## src/rtl/wsfrp_pkg.sv

```systemverilog
// Shared types, result and error codes, and header constants of the WebSocket frame parser.
package wsfrp_pkg;

    typedef enum logic [1:0] {
        PH_HDR0 = 2'd0,
        PH_HDR1 = 2'd1,
        PH_EXT  = 2'd2,
        PH_DATA = 2'd3
    } phase_t;

    localparam logic [1:0] RK_DATA = 2'd0;
    localparam logic [1:0] RK_DONE = 2'd1;
    localparam logic [1:0] RK_ERR  = 2'd2;

    localparam logic [2:0] ERR_NONE      = 3'd0;
    localparam logic [2:0] ERR_NO_FINAL  = 3'd1;
    localparam logic [2:0] ERR_MASKED    = 3'd2;
    localparam logic [2:0] ERR_OPCODE    = 3'd3;
    localparam logic [2:0] ERR_CTRL_FRAG = 3'd4;
    localparam logic [2:0] ERR_CTRL_LONG = 3'd5;
    localparam logic [2:0] ERR_TRUNC     = 3'd6;

    localparam logic [6:0]  LEN_CODE16 = 7'd126;
    localparam logic [63:0] CTRL_MAX   = 64'd125;
    localparam logic [3:0]  EXT_LEN16  = 4'd2;
    localparam logic [3:0]  EXT_LEN64  = 4'd8;
    localparam int          CTRL_BIT   = 3;

    localparam logic REG_EXPECT_FINAL    = 1'b0;
    localparam logic REG_EXPECTED_OPCODE = 1'b1;

    typedef struct packed {
        logic [1:0]  kind;
        logic [7:0]  data;
        logic        last;
        logic [3:0]  opcode;
        logic [63:0] length;
        logic [2:0]  err;
    } result_t;

endpackage

```

## src/rtl/wsfrp_parse.sv

```systemverilog
// Header decoding, frame checks and payload counting, one stream byte per request.
module wsfrp_parse (
    input  logic              clk,
    input  logic              rst_n,
    input  logic              step,
    input  logic              kind,
    input  logic [7:0]        rx_byte,
    input  logic              expect_final,
    input  logic [3:0]        expected_opcode,
    output logic              res_valid,
    output wsfrp_pkg::result_t res
);
    import wsfrp_pkg::*;

    phase_t      phase_reg, phase_next;
    logic [3:0]  ext_left_reg, ext_left_next;
    logic [63:0] accum_reg, accum_next;
    logic [63:0] payload_left_reg, payload_left_next;
    logic        final_reg, final_next;
    logic [3:0]  opcode_reg, opcode_next;

    logic        len_done;
    logic [63:0] len_val;
    logic [63:0] pl_dec;
    logic [6:0]  code;

    always_comb
    begin
        phase_next        = phase_reg;
        ext_left_next     = ext_left_reg;
        accum_next        = accum_reg;
        payload_left_next = payload_left_reg;
        final_next        = final_reg;
        opcode_next       = opcode_reg;
        res_valid         = 1'b0;
        res.kind          = RK_DATA;
        res.data          = 8'd0;
        res.last          = 1'b0;
        res.opcode        = opcode_reg;
        res.length        = 64'd0;
        res.err           = ERR_NONE;
        len_done          = 1'b0;
        len_val           = 64'd0;
        code              = rx_byte[6:0];
        pl_dec            = payload_left_reg - 64'd1;

        if (step)
        begin
            if (kind)
            begin
                if (phase_reg != PH_HDR0)
                begin
                    res_valid         = 1'b1;
                    res.kind          = RK_ERR;
                    res.err           = ERR_TRUNC;
                    res.length        = (phase_reg == PH_DATA) ? accum_reg : 64'd0;
                    phase_next        = PH_HDR0;
                    ext_left_next     = 4'd0;
                    payload_left_next = 64'd0;
                end
            end
            else
            begin
                case (phase_reg)
                    PH_HDR0:
                    begin
                        final_next  = rx_byte[7];
                        opcode_next = rx_byte[3:0];
                        accum_next  = 64'd0;
                        phase_next  = PH_HDR1;
                    end
                    PH_HDR1:
                    begin
                        if (expect_final && !final_reg)
                        begin
                            res.err = ERR_NO_FINAL;
                        end
                        else if (rx_byte[7])
                        begin
                            res.err = ERR_MASKED;
                        end
                        else if (opcode_reg != expected_opcode)
                        begin
                            res.err = ERR_OPCODE;
                        end
                        else if (opcode_reg[CTRL_BIT] && !final_reg)
                        begin
                            res.err = ERR_CTRL_FRAG;
                        end
                        else if (code < LEN_CODE16)
                        begin
                            len_val    = {57'd0, code};
                            accum_next = len_val;
                            len_done   = 1'b1;
                        end
                        else
                        begin
                            ext_left_next = (code == LEN_CODE16) ? EXT_LEN16 : EXT_LEN64;
                            accum_next    = 64'd0;
                            phase_next    = PH_EXT;
                        end
                        if (res.err != ERR_NONE)
                        begin
                            res_valid         = 1'b1;
                            res.kind          = RK_ERR;
                            phase_next        = PH_HDR0;
                            ext_left_next     = 4'd0;
                            payload_left_next = 64'd0;
                        end
                    end
                    PH_EXT:
                    begin
                        len_val       = {accum_reg[55:0], rx_byte};
                        accum_next    = len_val;
                        ext_left_next = ext_left_reg - 4'd1;
                        len_done      = (ext_left_reg == 4'd1);
                    end
                    PH_DATA:
                    begin
                        payload_left_next = pl_dec;
                        res_valid         = 1'b1;
                        res.kind          = RK_DATA;
                        res.data          = rx_byte;
                        res.last          = (pl_dec == 64'd0);
                        res.length        = accum_reg;
                        if (pl_dec == 64'd0)
                        begin
                            phase_next = PH_HDR0;
                        end
                    end
                    default:
                    begin
                        phase_next = PH_HDR0;
                    end
                endcase

                if (len_done)
                begin
                    if (opcode_reg[CTRL_BIT] && (len_val > CTRL_MAX))
                    begin
                        res_valid         = 1'b1;
                        res.kind          = RK_ERR;
                        res.err           = ERR_CTRL_LONG;
                        res.length        = len_val;
                        phase_next        = PH_HDR0;
                        ext_left_next     = 4'd0;
                        payload_left_next = 64'd0;
                    end
                    else if (len_val == 64'd0)
                    begin
                        res_valid  = 1'b1;
                        res.kind   = RK_DONE;
                        phase_next = PH_HDR0;
                    end
                    else
                    begin
                        payload_left_next = len_val;
                        phase_next        = PH_DATA;
                    end
                end
            end
        end
    end

    always_ff @(posedge clk or negedge rst_n)
    begin
        if (!rst_n)
        begin
            phase_reg        <= PH_HDR0;
            ext_left_reg     <= 4'd0;
            accum_reg        <= 64'd0;
            payload_left_reg <= 64'd0;
            final_reg        <= 1'b0;
            opcode_reg       <= 4'd0;
        end
        else
        begin
            phase_reg        <= phase_next;
            ext_left_reg     <= ext_left_next;
            accum_reg        <= accum_next;
            payload_left_reg <= payload_left_next;
            final_reg        <= final_next;
            opcode_reg       <= opcode_next;
        end
    end

    assert property (@(posedge clk) disable iff (!rst_n)
        (phase_reg == PH_EXT) |-> (ext_left_reg != 4'd0))
        else $error("Extended length phase with no length bytes left.");

    assert property (@(posedge clk) disable iff (!rst_n)
        (phase_reg == PH_DATA) |-> (payload_left_reg != 64'd0))
        else $error("Payload phase with no payload bytes left.");

    assert property (@(posedge clk) disable iff (!rst_n)
        (phase_reg == PH_HDR0) |-> (ext_left_reg == 4'd0 && payload_left_reg == 64'd0))
        else $error("Counters not cleared while waiting for a header.");

    assert property (@(posedge clk) disable iff (!rst_n)
        (step && !kind && phase_reg == PH_DATA) |-> res_valid)
        else $error("Payload byte produced no result.");

endmodule

```

## src/rtl/websocket_frame_receive_parser_core.sv

```systemverilog
// Top level of the WebSocket frame receive parser: configuration registers and result register.
//
// The input channel (in_valid, in_ready, kind, rx_byte) carries one request per received
// stream byte, or an end-of-input marker when kind is 1. The output channel (out_valid,
// out_ready, result_kind and the other result fields) carries at most one result per
// request: a payload byte, an empty-frame completion, or an error.
// A request is decoded in the cycle it is accepted and its result appears in the output
// register in the next cycle. The sustained rate is one request per clock cycle while the
// output register is free, as the parser state and 64-bit payload counter update per request.
// A request is accepted whenever the output register is empty or is being emptied in the
// same cycle, so a stalled receiver holds the input channel only while a result waits.
// Requests that give no result still need that free slot.
// Reset returns the parser to waiting for the first header byte, empties the output
// register and sets expect_final and expected_opcode to 1.
// The APB port holds expect_final at address 0 and expected_opcode at address 4; writes
// are expected only while the parser is idle.
module websocket_frame_receive_parser_core (
    input  logic        clk,
    input  logic        rst_n,
    input  logic        psel,
    input  logic        penable,
    input  logic        pwrite,
    input  logic [2:0]  paddr,
    input  logic [31:0] pwdata,
    output logic [31:0] prdata,
    output logic        pready,
    input  logic        in_valid,
    output logic        in_ready,
    input  logic        kind,
    input  logic [7:0]  rx_byte,
    output logic        out_valid,
    input  logic        out_ready,
    output logic [1:0]  result_kind,
    output logic [7:0]  data_byte,
    output logic        last_byte,
    output logic [3:0]  frame_opcode,
    output logic [63:0] frame_length,
    output logic [2:0]  error_code
);
    import wsfrp_pkg::*;

    logic       expect_final_reg;
    logic [3:0] expected_opcode_reg;
    logic       cfg_write;

    logic       accept;
    logic       res_valid;
    result_t    res;
    logic       out_valid_reg, out_valid_next;
    result_t    out_reg;

    assign pready    = 1'b1;
    assign cfg_write = psel && penable && pwrite;
    assign prdata    = (paddr[2] == REG_EXPECTED_OPCODE) ? {28'd0, expected_opcode_reg}
                                                         : {31'd0, expect_final_reg};

    always_ff @(posedge clk or negedge rst_n)
    begin
        if (!rst_n)
        begin
            expect_final_reg    <= 1'b1;
            expected_opcode_reg <= 4'd1;
        end
        else if (cfg_write)
        begin
            if (paddr[2] == REG_EXPECT_FINAL)
            begin
                expect_final_reg <= pwdata[0];
            end
            else
            begin
                expected_opcode_reg <= pwdata[3:0];
            end
        end
    end

    assign in_ready = !out_valid_reg || out_ready;
    assign accept   = in_valid && in_ready;

    wsfrp_parse u_parse (
        .clk             (clk),
        .rst_n           (rst_n),
        .step            (accept),
        .kind            (kind),
        .rx_byte         (rx_byte),
        .expect_final    (expect_final_reg),
        .expected_opcode (expected_opcode_reg),
        .res_valid       (res_valid),
        .res             (res)
    );

    always_comb
    begin
        out_valid_next = out_valid_reg;
        if (accept)
        begin
            out_valid_next = res_valid;
        end
        else if (out_ready)
        begin
            out_valid_next = 1'b0;
        end
    end

    always_ff @(posedge clk or negedge rst_n)
    begin
        if (!rst_n)
        begin
            out_valid_reg <= 1'b0;
        end
        else
        begin
            out_valid_reg <= out_valid_next;
        end
    end

    always_ff @(posedge clk)
    begin
        if (accept && res_valid)
        begin
            out_reg <= res;
        end
    end

    assign out_valid    = out_valid_reg;
    assign result_kind  = out_reg.kind;
    assign data_byte    = out_reg.data;
    assign last_byte    = out_reg.last;
    assign frame_opcode = out_reg.opcode;
    assign frame_length = out_reg.length;
    assign error_code   = out_reg.err;

    assert property (@(posedge clk) disable iff (!rst_n)
        out_valid |-> (result_kind == RK_DATA || result_kind == RK_DONE
                       || result_kind == RK_ERR))
        else $error("Result register holds an undefined result kind.");

    assert property (@(posedge clk) disable iff (!rst_n)
        out_valid |-> ((result_kind == RK_ERR) == (error_code != ERR_NONE)))
        else $error("Error code does not agree with the result kind.");

    assert property (@(posedge clk) disable iff (!rst_n)
        (out_valid && result_kind != RK_DATA) |-> (data_byte == 8'd0 && !last_byte))
        else $error("Non-payload result carries payload fields.");

    assert property (@(posedge clk) disable iff (!rst_n)
        (accept && res_valid) |=> out_valid)
        else $error("Accepted result was not loaded into the result register.");

endmodule

```

## config.mk

```make
export PLATFORM = sky130hd
export DESIGN_NAME = websocket_frame_receive_parser_core
export DESIGN_NICKNAME = d
export VERILOG_FILES = /design/src/rtl/wsfrp_pkg.sv /design/src/rtl/wsfrp_parse.sv /design/src/rtl/websocket_frame_receive_parser_core.sv
export SDC_FILE = /design/constraint.sdc
export NUM_CORES = 1
export LEC_CHECK = 0
export BUFFER_PORTS_ARGS = -buffer_cell sky130_fd_sc_hd__buf_2
export CORE_ASPECT_RATIO = 1.5
export CORE_MARGIN = 5
export CORE_UTILIZATION = 59
export CTS_CLUSTER_SIZE = 14
export DETAILED_ROUTE_END_ITERATION = 12
export GPL_TIMING_DRIVEN = 0
export PLACE_DENSITY = 0.92
export SKIP_CTS_REPAIR_TIMING = 1
export SYNTH_ARGS = -nofsm -noshare
export SYNTH_HDL_FRONTEND = slang
export SYNTH_HIERARCHICAL = 1
export SYNTH_SLANG_ARGS = --single-unit
```

## constraint.sdc

```tcl
create_clock -name clk -period 8.2 [get_ports clk]
set_input_delay 0.82 -clock clk [delete_from_list [all_inputs] [get_ports clk]]
set_output_delay 0.82 -clock clk [all_outputs]
set_load 0.05 [all_outputs]
```

=== Word level (Yosys, flattened, before mapping) ===
Index checks and enable logic that the tools add are counted.

* Input port bits: 51
* Output and inout bits: 117
* Register bits after elaboration: 227

* Mux-type cells: 84
* Bitwise logic cells: 4
* Reductions and logical operators: 25
* $add $sub $neg: 2
* Magnitude comparators: 2
* Eq/ne operators: 17

{| class="wikitable"
|+ Operator list
! kind !! count
|-
| $mux W64 || 17
|-
| $mux W67 || 4
|-
| $pmux W64 S2 || 2
|-
| $pmux W64 S3 || 1
|-
| $logic_not A64 Y1 || 2
|-
| $gt A64 B7 Y1 const B || 1
|-
| $sub A64 B1 Y64 const B || 1
|-
| $mux W4 || 12
|-
| $mux W2 || 19
|-
| $mux W3 || 8
|-
| $ne A5 B5 Y1 const B || 4
|-
| $mux W1 || 16
|-
| $reduce_and A9 Y1 || 1
|-
| $ne A2 B2 Y1 const B || 4
|-
| $pmux W4 S2 || 1
|-
| $eq A7 B7 Y1 const B || 1
|-
| $logic_and A1 B1 Y1 || 7
|-
| $lt A7 B7 Y1 const B || 1
|-
| $mux W7 || 1
|-
| $reduce_and A7 Y1 || 1
|-
| $pmux W2 S3 || 1
|-
| $reduce_and A2 Y1 || 3
|-
| $reduce_bool A3 Y1 || 2
|-
| $ne A5 B3 Y1 const B || 1
|-
| 16 further kinds || 23
|}

=== Longest topological paths before layout ===
* Word-level depth: 18
* Gate-level depth with buffers: 12
* Mapped depth without buffers: 11

=== Cells and area by module ===
Netlist, hierarchy kept.

{| class="wikitable"
|+ Modules (own cells, without submodules)
! module !! cells each !! area each (sq um) !! times used
|-
| wsfrp_parse || 1375 || 10386.2 || 1
|-
| websocket_frame_receive_parser_core || 135 || 2977.9 || 1
|}

=== Least setup slack after synthesis ===
No wires, ideal clock.

* Kind: in2reg
* Start: input rx_byte[2]
* End: register out_reg, in the netlist data_byte[0] (enable)
* Setup slack: 1.569 ns
* Cell stages on the path: 10
* Required time: 7.667 ns
* Arrival time: 6.098 ns
* Cell sequence: nand4_1 -> nor2_1 -> nor4b_1 -> o21a_1 -> and3_1 -> clkbuf_1 -> nor2_1 -> a31oi_1 -> nand2_1 -> nor2b_1

* Cells in the longest elaborated chain, start to end: 16
* Elaborated cells on any way between the ends: 26

{| class="wikitable"
|+ RTL lines
! item !! line !! source
|-
| start, declared || websocket_frame_receive_parser_core.sv:30 || <nowiki>input logic [7:0] rx_byte,</nowiki>
|-
| $lt A7 B7 Y1 || wsfrp_parse.sv:90 || <nowiki>else if (code < LEN_CODE16)</nowiki>
|-
| $mux W7 || wsfrp_parse.sv:90 ||
|-
| $mux W64 || wsfrp_parse.sv:86 || <nowiki>else if (opcode_reg[CTRL_BIT] && !final_reg)</nowiki>
|-
| $mux W64 || wsfrp_parse.sv:82 || <nowiki>else if (opcode_reg != expected_opcode)</nowiki>
|-
| $mux W64 || wsfrp_parse.sv:78 || <nowiki>else if (rx_byte[7])</nowiki>
|-
| $mux W64 || wsfrp_parse.sv:74 || <nowiki>if (expect_final && !final_reg)</nowiki>
|-
| $pmux W64 S2 || wsfrp_parse.sv:64 || <nowiki>case (phase_reg)</nowiki>
|-
| $mux W64 || wsfrp_parse.sv:49 || <nowiki>if (kind)</nowiki>
|-
| $mux W64 || wsfrp_parse.sv:47 || <nowiki>if (step)</nowiki>
|-
| $gt A64 B7 Y1 / $logic_not A64 Y1 (equally long branches) || wsfrp_parse.sv:139, wsfrp_parse.sv:149 ||
|-
| $logic_and A1 B1 Y1 / $mux W1 (equally long branches) || wsfrp_parse.sv:139, wsfrp_parse.sv:149 ||
|-
| $mux W1 || wsfrp_parse.sv:139 || <nowiki>if (opcode_reg[CTRL_BIT] && (len_val > CTRL_MAX))</nowiki>
|-
| $mux W1 * || wsfrp_parse.sv:137 || <nowiki>if (len_done)</nowiki>
|-
| $mux W1 * || wsfrp_parse.sv:49 ||
|-
| $mux W1 * || wsfrp_parse.sv:47 ||
|-
| named net res_valid || websocket_frame_receive_parser_core.sv:47 || <nowiki>logic res_valid;</nowiki>
|-
| $logic_and A1 B1 Y1 * || websocket_frame_receive_parser_core.sv:119 || <nowiki>if (accept && res_valid)</nowiki>
|-
| end signal, assigned || websocket_frame_receive_parser_core.sv:121 || <nowiki>out_reg <= res;</nowiki>
|-
| end, declared || websocket_frame_receive_parser_core.sv:50 || <nowiki>result_t out_reg;</nowiki>
|}

The timed path passes the listed nets; every way through them passes the cells marked *. The select of a mux whose other input is x is not followed.
A chain may end at the register's enable or synchronous reset.

=== Worst setup path in the final report ===
* Start: register u_parse.payload_left_reg[0]
* End: register u_parse.phase_reg[1]

* Cells in the longest elaborated chain, start to end: 4

{| class="wikitable"
|+ RTL lines
! item !! line !! source
|-
| start, declared || wsfrp_parse.sv:18 || <nowiki>logic [63:0] payload_left_reg, payload_left_next;</nowiki>
|-
| start signal, assigned || wsfrp_parse.sv:181 || <nowiki>payload_left_reg <= payload_left_next;</nowiki>
|-
| $sub A64 B1 Y64 || wsfrp_parse.sv:45 || <nowiki>pl_dec = payload_left_reg - 64'd1;</nowiki>
|-
| $logic_not A64 Y1 || wsfrp_parse.sv:126 || <nowiki>if (pl_dec == 64'd0)</nowiki>
|-
| $ne A4 B4 Y1 (no line) || n/a ||
|-
| $reduce_and A9 Y1 (no line) || n/a ||
|-
| end signal, assigned || wsfrp_parse.sv:178 || <nowiki>phase_reg <= phase_next;</nowiki>
|-
| end, declared || wsfrp_parse.sv:15 || <nowiki>phase_t phase_reg, phase_next;</nowiki>
|}

No other way between the ends.

==> results.json <==
{
  "fp.dieW_um": 132.9,
  "portBuffers": 107,
  "setup.worst_path.class": "register to register",
  "vdd_drop_max_mv": 0.1255,
  "fillCellCount": 1813,
  "synth_edf_count": 82,
  "vias_per_cell": 6.824,
  "setup_ws_ps": 3565,
  "cts_sinks": 227,
  "fin_crit_ps": 4635,
  "start_util_pct": 59.71,
  "htreeDepth": 1,
  "maxSlewHeadroom_pct": 38.25,
  "pwr-share-comb_pct": 32.9,
  "switching_power_mw": 1.322,
  "cp.arrival_ps": 5060,
  "drcViolationCount": 0,
  "grt_max_degree": 86,
  "final_hold_viol_count": 0,
  "ys_types": 74,
  "syn_area_per_cell_um2": 8.850,
  "final-seq-area_um2": 6093,
  "seqPwrFrac_pct": 37.9,
  "path_delay_family": "simple AND/OR/NAND/NOR gates",
  "synth_top_area_cell": "dfrtp_1",
  "grt_setup_unrepaired": "false",
  "clk_pin_slew_worst_paths_ps": 70,
  "critical_path.cell_chain": "inv_1 -> ha_1 -> nor3b_2 -> nand3_1 -> or4_1 -> xnor2_1 -> or3_1 -> nor4_1 -> nand4bb_1 -> o21ba_2 -> o211ai_1",
  "p_int_mw": 2.151,
  "netlist_instances": 1510,
  "pre_cts_ws_ps": 3735,
  "syn_to_final_growth_pct": 13.33,
  "p_clk_share_pct": 29.3,
  "worst-path-buf-inv": 1,
  "clk_latency_ps": 510,
  "ys_async_sr_fraction_pct": 63.88,
  "wl_per_cell_um": 25.91,
  "grt_pass1_wl_um": 77090,
  "yosys_warnings": 6,
  "report.final.slew_viol_count": 0,
  "finalSetupViolCount": 0,
  "crit_required_ps": 8620,
  "drt_iter0_drc": 1972,
  "ios": 168,
  "dp_hpwl_um": 37870,
  "yosysTopAreaCellShare_pct": 26.78,
  "r2r-start": "u_parse/payload_left_reg[0]",
  "die_y_um": 194.3,
  "cts.path.max_buffers": 3,
  "gp_congestion": 1.030,
  "antennaDiodeCount": 0,
  "cpMaxStageDelayCell": "or4_1",
  "status": "completed",
  "hold_slack_ps": 295.9,
  "cp-startpoint": "u_parse/payload_left_reg[0]",
  "multi_input_area_um2": 6560,
  "cts_tree": "done",
  "antenna_found_initial": 0,
  "fin_nets": 1730,
  "max_stage_delay_ps": 720,
  "wirelength_um": 50860,
  "p_sw_share_pct": 38.07,
  "fp-row-count": 67,
  "worst-slew-pin-transition_ps": 926.2,
  "finClkSkew_ps": 22.09,
  "synth.area.top_cells": "dfrtp_1 (27%), edfxtp_1 (18%), nand2_1 (6.6%)",
  "ys_ff_latch": 227,
  "root_buffer": "clkbuf_16",
  "max_freq_mhz": 215.7,
  "fin_setup_tns_ps": 0,
  "core_area_um2": 22380,
  "power.leakage_nw": 6.186,
  "cp-start-kind": "register",
  "power.density_nw_per_um2": 229.3,
  "grt-ovfl-total": 0,
  "drive_gt1_share_pct": 12.57,
  "synth-main-ff-cell": "dfrtp_1",
  "grt_pass1_vias": 13190,
  "period_share_pct": 56.53,
  "cts_made_buffers": 22,
  "ant_nets": 0,
  "ys_seq_area_share_pct": 45.59,
  "synth_area_um2": 13360,
  "worst_setup_path_end_kind": "register",
  "dr.pass1.iters": 6,
  "cap_violations": 0,
  "p_total_mw": 3.473,
  "critPathMaxFanout": 9,
  "grt.total_usage_pct": 38.46,
  "hold_path.class": "input port to asynchronous set/reset pin",
  "design.die.area_um2": 25820,
  "vias": 13400
}
==> synthesized netlist by cell type, drive strengths merged (24+ instances only) <==
master and n:
nand2 236, nand3 157, dfrtp 143, clkbuf 121, o21ai 115, a21oi 89
edfxtp 82, nor2 58, a22o 54, buf 50, nor4 46, xor2 39
nor3 37, nand4 30, xnor2 30, a22oi 27, a32o 24
==> power groups by stage <==
stage	sequential (mW)	clock [mW]	combinational, mW
6_report	1.32	1.02	1.14
5_1_grt	1.32	1.06	1.20
4_1_cts	1.31	1.02	1.11
3_5_place_dp	1.33	0	1.10
3_3_place_gp	1.33	0	1.08
2_1_floorplan	1.41	0	0.672
==> final timing paths <==
kind	end	slack [ps]	depth (start not counted)
setup / recovery	u_parse/phase_reg[1]	3560	11
hold / removal	out_valid	300	1
setup reg to reg	u_parse/phase_reg[1]	3560	11
hold reg to reg	u_parse/accum_reg[56]	490	2
max in group asynchronous	u_parse/payload_left_reg[28]	7010	2
min in group clk	u_parse/accum_reg[56]	490	2
==> worst reg2reg max path: stages, from the launching register on <==
cell	delay, ps
dfrtp_1	480
inv_1	120
ha_1	240
nor3b_2	690
nand3_1	390
or4_1	720
xnor2_1	230
or3_1	400
nor4_1	570
nand4bb_1	250
o21ba_2	260
o211ai_1	210
==> layout make-up <==
cell class	instances	area share (%)
multi-input cells	1126	43.31
flip-flops and latches	227	40.23
plain buffers	171	5.089
clock buffers	35	4.304
repair buffers	110	4.023
well taps	276	2.280
clock inverters	5	0.4378
inverters	13	0.3222
==> metrics by stage <==
| step | cell area [µm²] | util, % | instances |
|---|---|---|---|
| CTS | 15150 | 67.67 | 1963 |
| global placement | 14350 | 64.10 | 1920 |
| finish | 15150 | 67.67 | 1963 |
| global route | 15150 | 67.67 | 1963 |
| detailed placement | 14430 | 64.46 | 1923 |
| floorplan | 13470 | - | 1537 |
==> metal layers <==
metal | share of wire [%] | up-vias | track usage (%)
li1 | - | 5791 | -
met1 | 34 | 6249 | 45.36
met2 | 48 | 1055 | 64.53
met3 | 9.6 | 300 | 6.234
met4 | 8.1 | 0 | 25.46
met5 | 0 | - | 0
==> cells by family (layout without fill, tap and decap cells) <==
logic type	count (synthesis)	in the layout	synth area share [%]
and+or+nand+nor	652	652	24.49
buffers and inverters	184	334	6.132
adders and majority gates	8	8	0.7490
other	2	29	0.05620
muxes	15	15	1.226
xor gates and xnor gates	69	69	4.522
DFF	227	227	45.59
AOI/OAI and AO/OA	353	353	17.23
==> placed cells by master, fill, tap and decap left out, drive strengths merged, types with 4 or more instances in the layout <==
master / n
a21oi: 89
a22o: 54
a22oi: 27
a31oi: 4
a32o: 24
and2: 10
and3: 13
buf: 160
clkbuf: 156
conb: 29
dfrtp: 143
edfxtp: 82
ha: 8
inv: 14
mux2: 11
mux2i: 4
nand2: 236
nand2b: 8
nand3: 157
nand4: 30
nor2: 58
nor2b: 5
nor3: 37
nor4: 46
nor4b: 4
o211ai: 4
o21ai: 115
o41ai: 4
or2: 5
or3: 11
or4: 18
xnor2: 30
xor2: 39
(Power assumes the default switching activity.)
